==> src/design/nta_pkg.sv <==
`timescale 1ns / 1ps
// ----------------------------------------------------------------------------
// nta_pkg
// Shared types and constants of the neighbor table aging unit.
// ----------------------------------------------------------------------------
package nta_pkg;

	localparam int ADDR_W          = 8;
	localparam int CNT_W           = 5;
	localparam int ENT_W           = ADDR_W + CNT_W;
	localparam int OUT_CNT_W       = 5;
	localparam int AGE_W           = 4;
	localparam int PADDR_W         = 3;
	localparam int PDATA_W         = 32;

	localparam logic [CNT_W-1:0] CNT_MAX         = 5'd31;
	localparam logic [AGE_W-1:0] AGE_LIMIT_RESET = 4'd3;

	localparam logic ACT_TICK   = 1'b0;
	localparam logic ACT_BEACON = 1'b1;

	// register index, taken from paddr[2]
	localparam logic REG_AGE_LIMIT = 1'b0;

	typedef struct packed {
		logic load;
		logic scan;
		logic finish;
	} nta_cmd_t;

	typedef struct packed {
		logic scan_done;
		logic out_free;
	} nta_status_t;

endpackage

==> src/design/nta_ram.sv <==
`timescale 1ns / 1ps
// ----------------------------------------------------------------------------
// nta_ram
// Generic single-write, single-read memory with registered read data.
// ----------------------------------------------------------------------------
module nta_ram #(
	parameter int WIDTH = 8,
	parameter int DEPTH = 16
) (
	input  logic                     clk,
	input  logic                     we,
	input  logic [$clog2(DEPTH)-1:0] waddr,
	input  logic [WIDTH-1:0]         wdata,
	input  logic [$clog2(DEPTH)-1:0] raddr,
	output logic [WIDTH-1:0]         rdata
);

	logic [WIDTH-1:0] mem_q [DEPTH];

	always_ff @(posedge clk) begin
		if (we) begin
			mem_q[waddr] <= wdata;
		end
		rdata <= mem_q[raddr];
	end

endmodule

==> src/design/nta_ctrl.sv <==
`timescale 1ns / 1ps
// ----------------------------------------------------------------------------
// nta_ctrl
// Sequencer: takes one word, runs the table walk, then posts the result.
// ----------------------------------------------------------------------------
module nta_ctrl (
	input  logic                 clk,
	input  logic                 arst_n,
	input  logic                 in_valid,
	output logic                 in_stall,
	input  nta_pkg::nta_status_t st,
	output nta_pkg::nta_cmd_t    cmd
);
	import nta_pkg::*;

	localparam logic [1:0] S_IDLE   = 2'd0;
	localparam logic [1:0] S_SCAN   = 2'd1;
	localparam logic [1:0] S_FINISH = 2'd2;

	logic [1:0] state_q;
	logic [1:0] state_d;

	always_comb begin
		state_d = state_q;
		cmd     = '0;
		unique case (state_q)
			S_IDLE: begin
				if (in_valid) begin
					cmd.load = 1'b1;
					state_d  = S_SCAN;
				end
			end
			S_SCAN: begin
				cmd.scan = 1'b1;
				if (st.scan_done) begin
					state_d = S_FINISH;
				end
			end
			S_FINISH: begin
				if (st.out_free) begin
					cmd.finish = 1'b1;
					state_d    = S_IDLE;
				end
			end
			default: begin
				state_d = S_IDLE;
			end
		endcase
	end

	assign in_stall = (state_q != S_IDLE);

	always_ff @(posedge clk or negedge arst_n) begin
		if (!arst_n) begin
			state_q <= S_IDLE;
		end else begin
			state_q <= state_d;
		end
	end

endmodule

==> src/design/nta_dp.sv <==
`timescale 1ns / 1ps
// ----------------------------------------------------------------------------
// nta_dp
// Table datapath: walk counters, address match, aging and compaction,
// insert, and the result register.
// ----------------------------------------------------------------------------
module nta_dp #(
	parameter int TABLE_DEPTH = 16
) (
	input  logic                              clk,
	input  logic                              arst_n,
	input  nta_pkg::nta_cmd_t                 cmd,
	output nta_pkg::nta_status_t              st,
	input  logic                              action,
	input  logic [nta_pkg::ADDR_W-1:0]        neighbor_address,
	input  logic [nta_pkg::AGE_W-1:0]         age_limit,
	output logic                              out_valid,
	input  logic                              out_stall,
	output logic [nta_pkg::OUT_CNT_W-1:0]     entry_count,
	output logic                              was_present,
	output logic                              was_inserted,
	output logic                              dropped_full,
	output logic [nta_pkg::OUT_CNT_W-1:0]     removed_count
);
	import nta_pkg::*;

	localparam int AW = $clog2(TABLE_DEPTH);
	localparam int CW = $clog2(TABLE_DEPTH + 1);
	localparam logic [CW-1:0] DEPTH_C = CW'(TABLE_DEPTH);

	logic              action_q;
	logic [ADDR_W-1:0] naddr_q;
	logic [CW-1:0]     count_q;
	logic [CW-1:0]     rd_q;
	logic [CW-1:0]     wr_q;
	logic              found_q;
	logic              valid_s1;
	logic [AW-1:0]     rd_s1;

	logic              issue;
	logic [ENT_W-1:0]  rdata;
	logic [ADDR_W-1:0] ent_addr;
	logic [CNT_W-1:0]  ent_cnt;
	logic [CNT_W-1:0]  cnt_inc;
	logic              proc;
	logic              hit;
	logic              keep;
	logic              insert;
	logic              we;
	logic [AW-1:0]     waddr;
	logic [ENT_W-1:0]  wdata;
	logic [CW-1:0]     count_next;

	assign issue    = cmd.scan && !found_q && (rd_q != count_q);
	assign ent_addr = rdata[ENT_W-1:CNT_W];
	assign ent_cnt  = rdata[CNT_W-1:0];
	assign cnt_inc  = (ent_cnt == CNT_MAX) ? CNT_MAX : ent_cnt + CNT_W'(1);
	assign proc     = valid_s1 && !found_q;
	assign hit      = proc && (action_q == ACT_BEACON) && (ent_addr == naddr_q);
	assign keep     = proc && (action_q == ACT_TICK) && (ent_cnt <= {1'b0, age_limit});
	assign insert   = cmd.finish && (action_q == ACT_BEACON) && !found_q
	                  && (count_q < DEPTH_C);

	always_comb begin
		we    = 1'b0;
		waddr = rd_s1;
		wdata = {ent_addr, CNT_W'(0)};
		if (hit) begin
			we = 1'b1;
		end else if (keep) begin
			we    = 1'b1;
			waddr = wr_q[AW-1:0];
			wdata = {ent_addr, cnt_inc};
		end else if (insert) begin
			we    = 1'b1;
			waddr = count_q[AW-1:0];
			wdata = {naddr_q, CNT_W'(0)};
		end
	end

	always_comb begin
		if (action_q == ACT_TICK) begin
			count_next = wr_q;
		end else if (insert) begin
			count_next = count_q + CW'(1);
		end else begin
			count_next = count_q;
		end
	end

	nta_ram #(
		.WIDTH (ENT_W),
		.DEPTH (TABLE_DEPTH)
	) u_table (
		.clk   (clk),
		.we    (we),
		.waddr (waddr),
		.wdata (wdata),
		.raddr (rd_q[AW-1:0]),
		.rdata (rdata)
	);

	assign st.scan_done = found_q || ((rd_q == count_q) && !valid_s1);
	assign st.out_free  = !out_valid || !out_stall;

	// control state
	always_ff @(posedge clk or negedge arst_n) begin
		if (!arst_n) begin
			count_q   <= '0;
			rd_q      <= '0;
			wr_q      <= '0;
			found_q   <= 1'b0;
			valid_s1  <= 1'b0;
			out_valid <= 1'b0;
		end else begin
			valid_s1 <= issue;
			if (cmd.load) begin
				rd_q    <= '0;
				wr_q    <= '0;
				found_q <= 1'b0;
			end else begin
				if (issue) begin
					rd_q <= rd_q + CW'(1);
				end
				if (keep) begin
					wr_q <= wr_q + CW'(1);
				end
				if (hit) begin
					found_q <= 1'b1;
				end
			end
			if (cmd.finish) begin
				count_q   <= count_next;
				out_valid <= 1'b1;
			end else if (!out_stall) begin
				out_valid <= 1'b0;
			end
		end
	end

	// payload
	always_ff @(posedge clk) begin
		rd_s1 <= rd_q[AW-1:0];
		if (cmd.load) begin
			action_q <= action;
			naddr_q  <= neighbor_address;
		end
		if (cmd.finish) begin
			entry_count   <= OUT_CNT_W'(count_next);
			was_present   <= (action_q == ACT_BEACON) && found_q;
			was_inserted  <= insert;
			dropped_full  <= (action_q == ACT_BEACON) && !found_q && !(count_q < DEPTH_C);
			removed_count <= (action_q == ACT_TICK) ? OUT_CNT_W'(count_q - wr_q)
			                                        : OUT_CNT_W'(0);
		end
	end

endmodule

==> src/design/neighbor_table_aging_unit.sv <==
`timescale 1ns / 1ps
// ----------------------------------------------------------------------------
// neighbor_table_aging_unit
// Packed neighbor table with per-entry miss counters, beacon refresh/insert
// and tick-driven aging with in-order compaction.
// ----------------------------------------------------------------------------
// One word is worked on at a time. The table memory is walked one entry
// per cycle through its single read port, whose read data is registered;
// the end of the walk is then seen and the result is posted. A beacon
// that hits stops the walk early, and an empty table gives its result
// without walking.
// The next word can be accepted the cycle after the result is posted. The
// result sits in an output register, and a new word is taken while it waits;
// a walk that ends while an older result is still unread holds until that
// result is taken. age_limit lives at byte address 0 of the register port.
module neighbor_table_aging_unit #(
	parameter int TABLE_DEPTH = 16
) (
	input  logic                              clk,
	input  logic                              arst_n,
	input  logic                              in_valid,
	output logic                              in_stall,
	input  logic                              action,
	input  logic [nta_pkg::ADDR_W-1:0]        neighbor_address,
	output logic                              out_valid,
	input  logic                              out_stall,
	output logic [nta_pkg::OUT_CNT_W-1:0]     entry_count,
	output logic                              was_present,
	output logic                              was_inserted,
	output logic                              dropped_full,
	output logic [nta_pkg::OUT_CNT_W-1:0]     removed_count,
	input  logic                              psel,
	input  logic                              penable,
	input  logic                              pwrite,
	input  logic [nta_pkg::PADDR_W-1:0]       paddr,
	input  logic [nta_pkg::PDATA_W-1:0]       pwdata,
	output logic [nta_pkg::PDATA_W-1:0]       prdata,
	output logic                              pready
);
	import nta_pkg::*;

	nta_cmd_t         cmd;
	nta_status_t      st;
	logic [AGE_W-1:0] age_limit_q;

	assign pready = 1'b1;

	always_ff @(posedge clk or negedge arst_n) begin
		if (!arst_n) begin
			age_limit_q <= AGE_LIMIT_RESET;
		end else if (psel && penable && pwrite && pready && (paddr[2] == REG_AGE_LIMIT)) begin
			age_limit_q <= pwdata[AGE_W-1:0];
		end
	end

	assign prdata = (paddr[2] == REG_AGE_LIMIT) ? {{(PDATA_W-AGE_W){1'b0}}, age_limit_q}
	                                             : '0;

	nta_ctrl u_ctrl (
		.clk      (clk),
		.arst_n   (arst_n),
		.in_valid (in_valid),
		.in_stall (in_stall),
		.st       (st),
		.cmd      (cmd)
	);

	nta_dp #(
		.TABLE_DEPTH (TABLE_DEPTH)
	) u_dp (
		.clk              (clk),
		.arst_n           (arst_n),
		.cmd              (cmd),
		.st               (st),
		.action           (action),
		.neighbor_address (neighbor_address),
		.age_limit        (age_limit_q),
		.out_valid        (out_valid),
		.out_stall        (out_stall),
		.entry_count      (entry_count),
		.was_present      (was_present),
		.was_inserted     (was_inserted),
		.dropped_full     (dropped_full),
		.removed_count    (removed_count)
	);

	a_busy_after_accept: assert property (@(posedge clk) disable iff (!arst_n)
		(in_valid && !in_stall) |=> in_stall)
		else $error("input accepted while walk not started");

	a_finish_needs_room: assert property (@(posedge clk) disable iff (!arst_n)
		cmd.finish |-> st.out_free)
		else $error("result register overwritten");

	a_flags_exclusive: assert property (@(posedge clk) disable iff (!arst_n)
		out_valid |-> ($countones({was_present, was_inserted, dropped_full}) <= 1))
		else $error("beacon outcome flags overlap");

	a_tick_no_flags: assert property (@(posedge clk) disable iff (!arst_n)
		(out_valid && (removed_count != '0)) |-> !(was_present || was_inserted || dropped_full))
		else $error("beacon flag on aging word");

	a_insert_nonempty: assert property (@(posedge clk) disable iff (!arst_n)
		(out_valid && was_inserted) |-> (entry_count != '0))
		else $error("insert left table empty");

endmodule

==> config.mk <==
export PLATFORM = sky130hd
export DESIGN_NAME = neighbor_table_aging_unit
export DESIGN_NICKNAME = d
export VERILOG_FILES = /design/src/design/nta_pkg.sv /design/src/design/nta_ram.sv /design/src/design/nta_ctrl.sv /design/src/design/nta_dp.sv /design/src/design/neighbor_table_aging_unit.sv
export SDC_FILE = /design/constraint.sdc
export NUM_CORES = 1
export LEC_CHECK = 0
export BUFFER_PORTS_ARGS = -buffer_cell sky130_fd_sc_hd__buf_2
export CAP_MARGIN = 40
export CORE_ASPECT_RATIO = 0.6
export CORE_MARGIN = 4
export CORE_UTILIZATION = 56
export DETAILED_ROUTE_END_ITERATION = 12
export PLACE_DENSITY = 0.78
export RECOVER_POWER = 100
export SLEW_MARGIN = 10
export SYNTH_ARGS = -nofsm -noshare
export SYNTH_HDL_FRONTEND = slang
export SYNTH_SLANG_ARGS = --single-unit
==> constraint.sdc <==
create_clock -name clk -period 7.5 [get_ports clk]
set_input_delay 0.375 -clock clk [delete_from_list [all_inputs] [get_ports clk]]
set_output_delay 0.375 -clock clk [all_outputs]
set_load 0.01 [all_outputs]
==> metrics, run 1 <==
Psw=about 0.0015 W; Final Core Density=63.8%; CP Launch Type=flip-flop; share of post-route cells with drive strength above 1=between 20% and 30%; Fill cells=between 1k and 1.5k; vias post-DR=around 5.6k; worst r2r path cells=7; period utilization=69.6%; post-CTS setup buffers=0; synthesized area=about 11000 sq um; vias in the first global route=approximately 5.5k; status=finished, violations left; clock-pin slew on the worst setup and hold paths=roughly 0.07 ns; CP Max Fanout=20; Gate Count Post-Synth=~600; ANT nets after route=0; Final Hold Fails=0; YS warnings=0; first-pass GRT wire length=about 34 mm; gr ovfl total=0; FF-to-FF End=u_dp.u_table.mem_q[3][10]$_DFFE_PP_; slew margin rel.=-139%; combinational power share=31.0%; post-DR vias/cell=5.87; HPWL Detailed=between 10 and 15 mm; H-tree lvl count=1; CTS tree=done; reg2reg start=u_dp.action_q$_DFFE_PP_; cts repair resizes=0; Die Ht=about 120 um; Yosys cell types=56; core footprint=~19000 sq um; DRC=0; GRT met2 Usage=between 30% and 40%; Row Count=39; Setup Total Neg Slack=0 ns; clock sinks=271; Hold Path Cell Cnt=1; r2r setup slk=2.28 ns; top cells by area, synth=edfxtp_1 62%, mux4_2 13%, dfrtp_1 5.0%; root buffer cell=clkbuf_16; minimum clock period=approximately 5.2 ns; dominant synthesized flop cell=edfxtp_1; Routed wire per std cell=24.1 um; Initial Util=roughly 58%; maximum clock path buffer count=3; pin count of the biggest net entering global routing=58; switching share of power=between 30% and 40%; PD cells=roughly 390 nW/um^2; I/O Buffers=39; Peak supply drop=between 0.2 and 0.25 mV; area leader, netlist=edfxtp_1; Clk network pwr share=about a quarter; RD Place Congestion=roughly 0.84; GRT busiest layer=met2; skew final=0.0130 ns; IO Pins=99; worst slew pin tran=approximately 3.6 ns; die area=~22000 sq um; fraction of registers with async set/reset=under 10%; Slew Limit Fails=92; sequential-to-total area share from yosys stat=70.7%; Non-Filler Instances=approximately 950; number of diodes=0; met1 Use GR=32.2%; failing checks=max-capacitance violations, max-slew violations; Int Pwr=roughly 0.0033 W; Final setup viols=0; EDFF count, synth=230; Sequential Power Share=about 45%; Tot GR Track Use=approximately a fifth; # hold bufs at CTS=1; Synth top area share=62.2%; synthesized area per cell=roughly 19 sq um; crit path from=u_dp.action_q$_DFFE_PP_; DRT Pass-1 Iters=5; RSZ-0062 raised after global routing=false; Skew-Pair Late Insertion Delay=between 0.5 and 0.6 ns; Yosys reg bits=between 200 and 300; Crit Path Category=flip-flop to flip-flop; met3 Resource Use GR=~4.6%; P_leak=approximately 4.1 nW; CP arrival=5.37 ns; Layout area overhead=10.6%; Worst Setup End Kind=flip-flop; CTS Buf Count=24; die width=190 um; placed cells=903; achievable frequency=approximately 190 MHz; initial antenna violation count=1; final WL=about 23 mm; Worst Path Required=7.65 ns; crit path cell chain=nand3b_1 -> nor4_1 -> nand3_1 -> nand2_1 -> a221oi_1 -> nor3_1 -> clkbuf_1; max incr delay on CP=1.32 ns; critical path's slowest cell=nor3_1; nets@finish=between 700 and 800; Hold Crit Class=input port to flip-flop; Worst setup endpoint=u_dp.u_table.mem_q[3][10]$_DFFE_PP_; Iter 0 DRT Violations=around 650; max cap viols=4; total power draw=between 0.004 and 0.005 W
[worst min path at each step]
stage | start | to | slack, ns
after floorplan | arst_n | age_limit_q[2]$_DFFE_PN0P_ | 0.08
after global placement | arst_n | u_dp.rd_q[4]$_DFFE_PN0P_ | 0.39
after detailed placement | arst_n | age_limit_q[2]$_DFFE_PN0P_ | 0.40
after CTS | neighbor_address[6] | u_dp.naddr_q[6]$_DFFE_PP_ | 0.02
final | neighbor_address[6] | u_dp.naddr_q[6]$_DFFE_PP_ | 0.04
after global routing | neighbor_address[6] | u_dp.naddr_q[6]$_DFFE_PP_ | 0.02
[power by group through the flow]
| stage | registers, W | clock network [W] | logic [W] |
|---|---|---|---|
| floorplan | 0.00209 | 0 | 0.00110 |
| global placement | 0.00214 | 0 | 0.00137 |
| detailed placement | 0.00216 | 0 | 0.00148 |
| CTS | 0.00213 | 0.00115 | 0.00149 |
| global route | 0.00215 | 0.00122 | 0.00161 |
| finish | 0.00213 | 0.00113 | 0.00147 |
[synth_stat cells (all sizes together) (2+ instances only)]
master,count
inv,16
mux2,19
ha,12
edfxtp,230
buf,40
or3b,3
a21oi,14
dfstp,2
dfrtp,22
nor4,2
nand2,10
xor2,21
nand3,3
nand4,6
nor2,30
nor3,20
xnor2,9
mux4,65
o21ai,4
clkbuf,11
conb,2
and3,2
and2,3
nand2b,3
a31oi,4
dfxtp,17
mux2i,2
o22ai,2
a21o,2
nor2b,2
[through the flow]
stage / instance area [sq um] / setup slack, ns / hold WS [ns]
after global routing: 12300 / 1.95 / 0.0240
after detailed placement: 11700 / 3.52 / 0.405
after global placement: 11700 / 3.38 / 0.388
final: 12300 / 2.28 / 0.0361
after CTS: 12500 / 3.47 / 0.0250
after floorplan: 11200 / 3.95 / 0.0794
[metal layers]
metal | up-vias | part of all wire, %
met2 | 257 | 46
met5 | - | 0.057
met4 | 2 | 1.5
met3 | 29 | 9.6
li1 | 2439 | -
met1 | 2853 | 42
[worst max-delay path: cells and delay by family (launching register included)]
family	cells	cell delay [ns]
compound gates	1	0.37
flops	1	0.78
simple gates	5	3.24
buf+inv	1	0.46
[cell families (layout without fill, tap and decap cells)]
| group | after synthesis | after routing | share of synthesized area (%) |
|---|---|---|---|
| flops | 271 | 271 | 70.7 |
| compound gates | 34 | 34 | 2.06 |
| xor+xnor | 30 | 30 | 2.37 |
| simple gates | 92 | 92 | 4.51 |
| other cells | 2 | 29 | 0.0677 |
| buf+inv | 68 | 130 | 3.39 |
| fa+ha+maj | 13 | 13 | 1.53 |
| mux | 86 | 86 | 15.3 |
[state kept, by name, summed over array words and instances (netlist names)]
| signal | count |
|---|---|
| u_ctrl.state_q | 2 |
| u_dp.naddr_q | 8 |
| u_dp.u_table.mem_q | 208 |
| u_dp.wr_q | 5 |
| u_dp.out_valid | 1 |
| u_dp.action_q | 1 |
| u_dp.count_q | 5 |
| u_dp.u_table.rdata | 13 |
| u_dp.entry_count | 5 |
| u_dp.was_inserted | 1 |
| u_dp.rd_q | 5 |
| age_limit_q | 4 |
| u_dp.was_present | 1 |
| u_dp.valid_s1 | 1 |
| u_dp.dropped_full | 1 |
| u_dp.rd_s1 | 4 |
| u_dp.found_q | 1 |
| u_dp.removed_count | 5 |
[cells in the final DEF, fill, tap and decap left out, drive strengths merged, types with 17 or more instances in the layout]
master	Yosys	layout
dfrtp	22	22
mux4	65	65
conb	2	29
nor2	30	30
nor3	20	20
clkbuf	11	83
edfxtp	230	230
buf	40	19
mux2	19	19
xor2	21	21
dfxtp	17	17
[cell type report]
| type | count | area, sq um | area share [%] |
|---|---|---|---|
| sequential | 271 | 7850 | 64.0 |
| tap | 266 | 333 | 2.71 |
| inverter | 17 | 63.8 | 0.520 |
| clock inverter | 10 | 56.3 | 0.459 |
| multi-input combinational | 284 | 2980 | 24.3 |
| clock buffer | 34 | 669 | 5.46 |
| timing repair buffer | 69 | 314 | 2.56 |
No activity file was read; power rests on OpenSTA's default activity.
==> run 2: changes to the inputs <==
--- a/config.mk
+++ b/config.mk
@@ -5,11 +5,12 @@
 export SDC_FILE = /design/constraint.sdc
 export NUM_CORES = 1
 export LEC_CHECK = 0
+export ABC_AREA = 1
 export BUFFER_PORTS_ARGS = -buffer_cell sky130_fd_sc_hd__buf_2
 export CAP_MARGIN = 40
 export CORE_ASPECT_RATIO = 0.6
 export CORE_MARGIN = 4
-export CORE_UTILIZATION = 56
+export CORE_UTILIZATION = 54
 export DETAILED_ROUTE_END_ITERATION = 12
 export PLACE_DENSITY = 0.78
 export RECOVER_POWER = 100
==> constraint.sdc (replaced) <==
create_clock -name clk -period 4.4 [get_ports clk]
set_input_delay 0.22 -clock clk [delete_from_list [all_inputs] [get_ports clk]]
set_output_delay 0.22 -clock clk [all_outputs]
set_load 0.01 [all_outputs]
==> run 2 against run 1 <==
  * The run still ends with max-capacitance violations, max-slew violations left
  * Worst hold slack better by 0.10 ns
  * Clock power increased by 95%
  * Worst setup slack lost 1.6 ns
  * Fmax increased by 42%
  * Register-to-register slack worse by 1.6 ns
  * Global-route usage is 0.94 points higher
  * Area after synthesis is 2.9% higher
  * Sequential cell count did not move
  * Critical path depth rose by 6
  * Power rose by 73%
  * Sequential share of layout area is 2.7 points lower
  * Final cell count increased by 42%
  * Critical endpoint is now u_dp.u_table.mem_q[9][3]$_DFFE_PP_
==> metrics, run 2 <==
minimum clock period=3.67 ns (was 5.22 ns); top cells by area, synth=edfxtp_1 61%, o21ai_0 5.3%, nor2_1 5.3% (was edfxtp_1 62%, mux4_2 13%, dfrtp_1 5.0%); Gate Count Post-Synth=991 (was 596); pin count of the biggest net entering global routing=91 (was 58); Hold Crit Class=input port to flip-flop (unchanged); Final setup viols=0 (unchanged); cts repair resizes=0 (unchanged); largest family of logic cells by synthesized area=simple AND/OR/NAND/NOR gates (was multiplexers); synthesized area per cell=11.5 sq um (was 18.6 sq um); Final Core Density=62.9% (was 63.8%); clock-pin slew on the worst setup and hold paths=0.07 ns (about the same); Worst Path Required=4.53 ns (was 7.65 ns); root buffer cell=clkbuf_16 (unchanged); Synth Area in Simple Gates=13.0% (was 4.51%); die area=23600 sq um (was 22200 sq um); post-CTS setup buffers=0 (unchanged); die width=196 um (was 190 um); top flop regs=u_dp.u_table.mem_q x208, u_dp.u_table.rdata x13, u_dp.naddr_q x8 (unchanged); Final Hold Fails=0 (unchanged); met2 WL=11.5 mm (was 10.6 mm); first-pass GRT wire length=41.1 mm (was 34.4 mm); ANT nets after route=0 (unchanged); achievable frequency=272 MHz (was 192 MHz); Psw=0.00284 W (was 0.00146 W); M1 wire length=11.4 mm (was 9.71 mm); failing checks=max-capacitance violations, max-slew violations (unchanged); Skew-Pair Late Insertion Delay=0.51 ns (about the same); Sequential Power Share=43.4% (was 45.0%); clock sinks=271 (unchanged); area leader, netlist=edfxtp_1 (unchanged); fraction of registers with async set/reset=8.86% (unchanged); Routed wire per std cell=19.5 um (was 24.1 um); metal3 WL=2.91 mm (was 2.20 mm); max cap viols=1 (was 4); period utilization=83.4% (was 69.6%); post-synthesis mux area share=0% (was 15.3%); status=finished, violations left (unchanged); Peak supply drop=0.704 mV (was 0.221 mV); nets@finish=1124 (was 731); Row Count=40 (was 39); Worst Setup End Kind=flip-flop (unchanged); share of post-route cells with drive strength above 1=8.26% (was 20.6%); Adder-Cell Fraction of Synth Area=1.49% (was 1.53%); most frequent cells in the layout=230 x edfxtp_1, 161 x nor2_1, 125 x o21ai_0 (was 230 x edfxtp_1, 65 x mux4_2, 57 x clkbuf_1); Slew Limit Fails=91 (was 92); Yosys reg bits=271 (unchanged); gr ovfl total=0 (unchanged); P_leak=4.69 nW (was 4.11 nW); Iter 0 DRT Violations=927 (was 647); initial antenna violation count=0 (was 1); CTS Buf Count=23 (was 24); sequential-to-total area share from yosys stat=68.8% (was 70.7%); YS warnings=0 (unchanged); RSZ-0062 raised after global routing=false (unchanged); Top Layer Used=met4 (was met5); vias post-DR=7865 (was 5580); total power draw=0.00817 W (was 0.00473 W); Synth top area share=60.5% (was 62.2%); DRC=0 (unchanged); Final Instance Area=12800 sq um (was 12300 sq um); combinational power share=29.7% (was 31.0%); post-DR vias/cell=5.83 (was 5.87); Layout area overhead=12.2% (was 10.6%); RD Place Congestion=0.855 (was 0.835); Biggest register=u_dp.u_table.mem_q (unchanged); Initial Util=56.0% (was 57.7%); IO Pins=99 (unchanged); I/O Buffers=39 (unchanged); Clk network pwr share=27.0% (was 24.0%); worst slew pin tran=1.75 ns (was 3.59 ns); placed cell area=12000 sq um (was 11700 sq um); DRT Pass-1 Iters=5 (unchanged); final WL=26.4 mm (was 22.9 mm); # hold bufs at CTS=15 (was 1); core footprint=20400 sq um (was 19200 sq um); CP arrival=3.80 ns (was 5.37 ns); CTS tree=done (unchanged); vias in the first global route=7449 (was 5461); Crit Path Category=flip-flop to flip-flop (unchanged); Int Pwr=0.00532 W (was 0.00327 W); dominant synthesized flop cell=edfxtp_1 (unchanged); max reg flops=208 (unchanged); most common cell in the netlist=edfxtp_1 (unchanged); maximum clock path buffer count=3 (unchanged); number of diodes=0 (unchanged); Yosys cell types=38 (was 56); EDFF count, synth=230 (unchanged); PD cells=638 nW/um^2 (was 385 nW/um^2); synthesized area=11400 sq um (was 11100 sq um); Setup Total Neg Slack=0 ns (unchanged); skew final=0.0124 ns (was 0.0130 ns); Synth Area in Compound Gates=10.5% (was 2.06%); commonest non-fill, non-tap cell in the layout=edfxtp_1 (unchanged); switching share of power=34.8% (was 30.8%); H-tree lvl count=1 (unchanged); Fill cells=1520 (was 1349); slew margin rel.=-16.9% (was -139%); Post-synth top cells=230 x edfxtp_1, 161 x nor2_1, 121 x o21ai_0 (was 230 x edfxtp_1, 65 x mux4_2, 30 x nor2_1); CP Launch Type=flip-flop (unchanged); CP Max Fanout=25 (was 20); Tot GR Track Use=22.1% (was 21.1%); HPWL Detailed=16.5 mm (was 14.4 mm); Die Ht=121 um (was 117 um); Post-Synth XOR/XNOR Area=0.844% (was 2.37%)
[run 2: cell count changes after synthesis, sizes merged, moves of 28 or more]
cell / change
clkbuf: +29
inv: +33
mux4: -65
nand2: +113
nand3: +59
nor2: +133
o21ai: +126
o22ai: +28
[run 2: area by class of cell]
type | instances | area (sq um) | area share (%)
inverters | 51 | 191 | 1.50
clock inverters | 15 | 213 | 1.66
flip-flops and latches | 271 | 7850 | 61.3
clock buffers | 27 | 611 | 4.77
multi-input cells | 619 | 3050 | 23.8
well taps | 273 | 342 | 2.67
repair buffers | 94 | 552 | 4.31
[run 2: cells by family after synthesis]
family,count (synthesis)
xor gates and xnor gates,11
buffers and inverters,128
other,2
adders and majority gates,13
DFF,271
AOI/OAI and AO/OA,209
and+or+nand+nor,357
[run 2: final timing paths]
check	startpoint	endpoint	slack [ns]	cells past startpoint
worst max-delay path	u_ctrl.state_q[0]$_DFFE_PN0P_	u_dp.u_table.mem_q[9][3]$_DFFE_PP_	0.73	13
worst min-delay path	pwrite	age_limit_q[1]$_DFFE_PN1P_	0.14	3
worst max register to register	u_ctrl.state_q[0]$_DFFE_PN0P_	u_dp.u_table.mem_q[9][3]$_DFFE_PP_	0.73	13
worst min register to register	u_dp.rd_q[3]$_DFFE_PN0P_	u_dp.rd_s1[3]$_DFF_P_	0.45	0
max in group asynchronous	arst_n	u_ctrl.state_q[0]$_DFFE_PN0P_	2.95	2
min in group asynchronous	arst_n	u_dp.count_q[4]$_DFFE_PN0N_	0.59	2
[run 2: per-layer routing]
metal  GRT usage, %  vias up
met5              0        -
met1           33.7     3785
li1               -     3600
met3           5.68       45
met4           5.19        0
met2           31.9      435
[run 2: worst max-delay path: stages, from the launching register on]
cell	delay (ns)
dfrtp_1	0.38
inv_1	0.08
nand2_1	0.08
nor2_2	0.10
buf_4	0.29
nand2_1	0.58
o21ai_1	0.40
inv_1	0.07
nand2_1	0.07
nand3_1	0.08
nand2_1	0.12
nand3_1	0.17
nor2_1	0.13
clkbuf_1	0.76
[run 2: power by group through the flow]
stage / sequential, W / clock (W) / combinational (W)
global route: 0.00356 / 0.00235 / 0.00273
floorplan: 0.00352 / 0 / 0.00168
finish: 0.00354 / 0.00220 / 0.00242
CTS: 0.00352 / 0.00222 / 0.00245
detailed placement: 0.00358 / 0 / 0.00240
global placement: 0.00356 / 0 / 0.00231
[run 2: through the flow]
stage	setup WS [ns]	cells	hold WS (ns)
floorplan	1.64	1018	-0.0756
global placement	1.24	1287	0.241
detailed placement	1.15	1292	0.248
CTS	1.11	1349	0.120
global route	0.387	1350	0.182
finish	0.728	1350	0.137
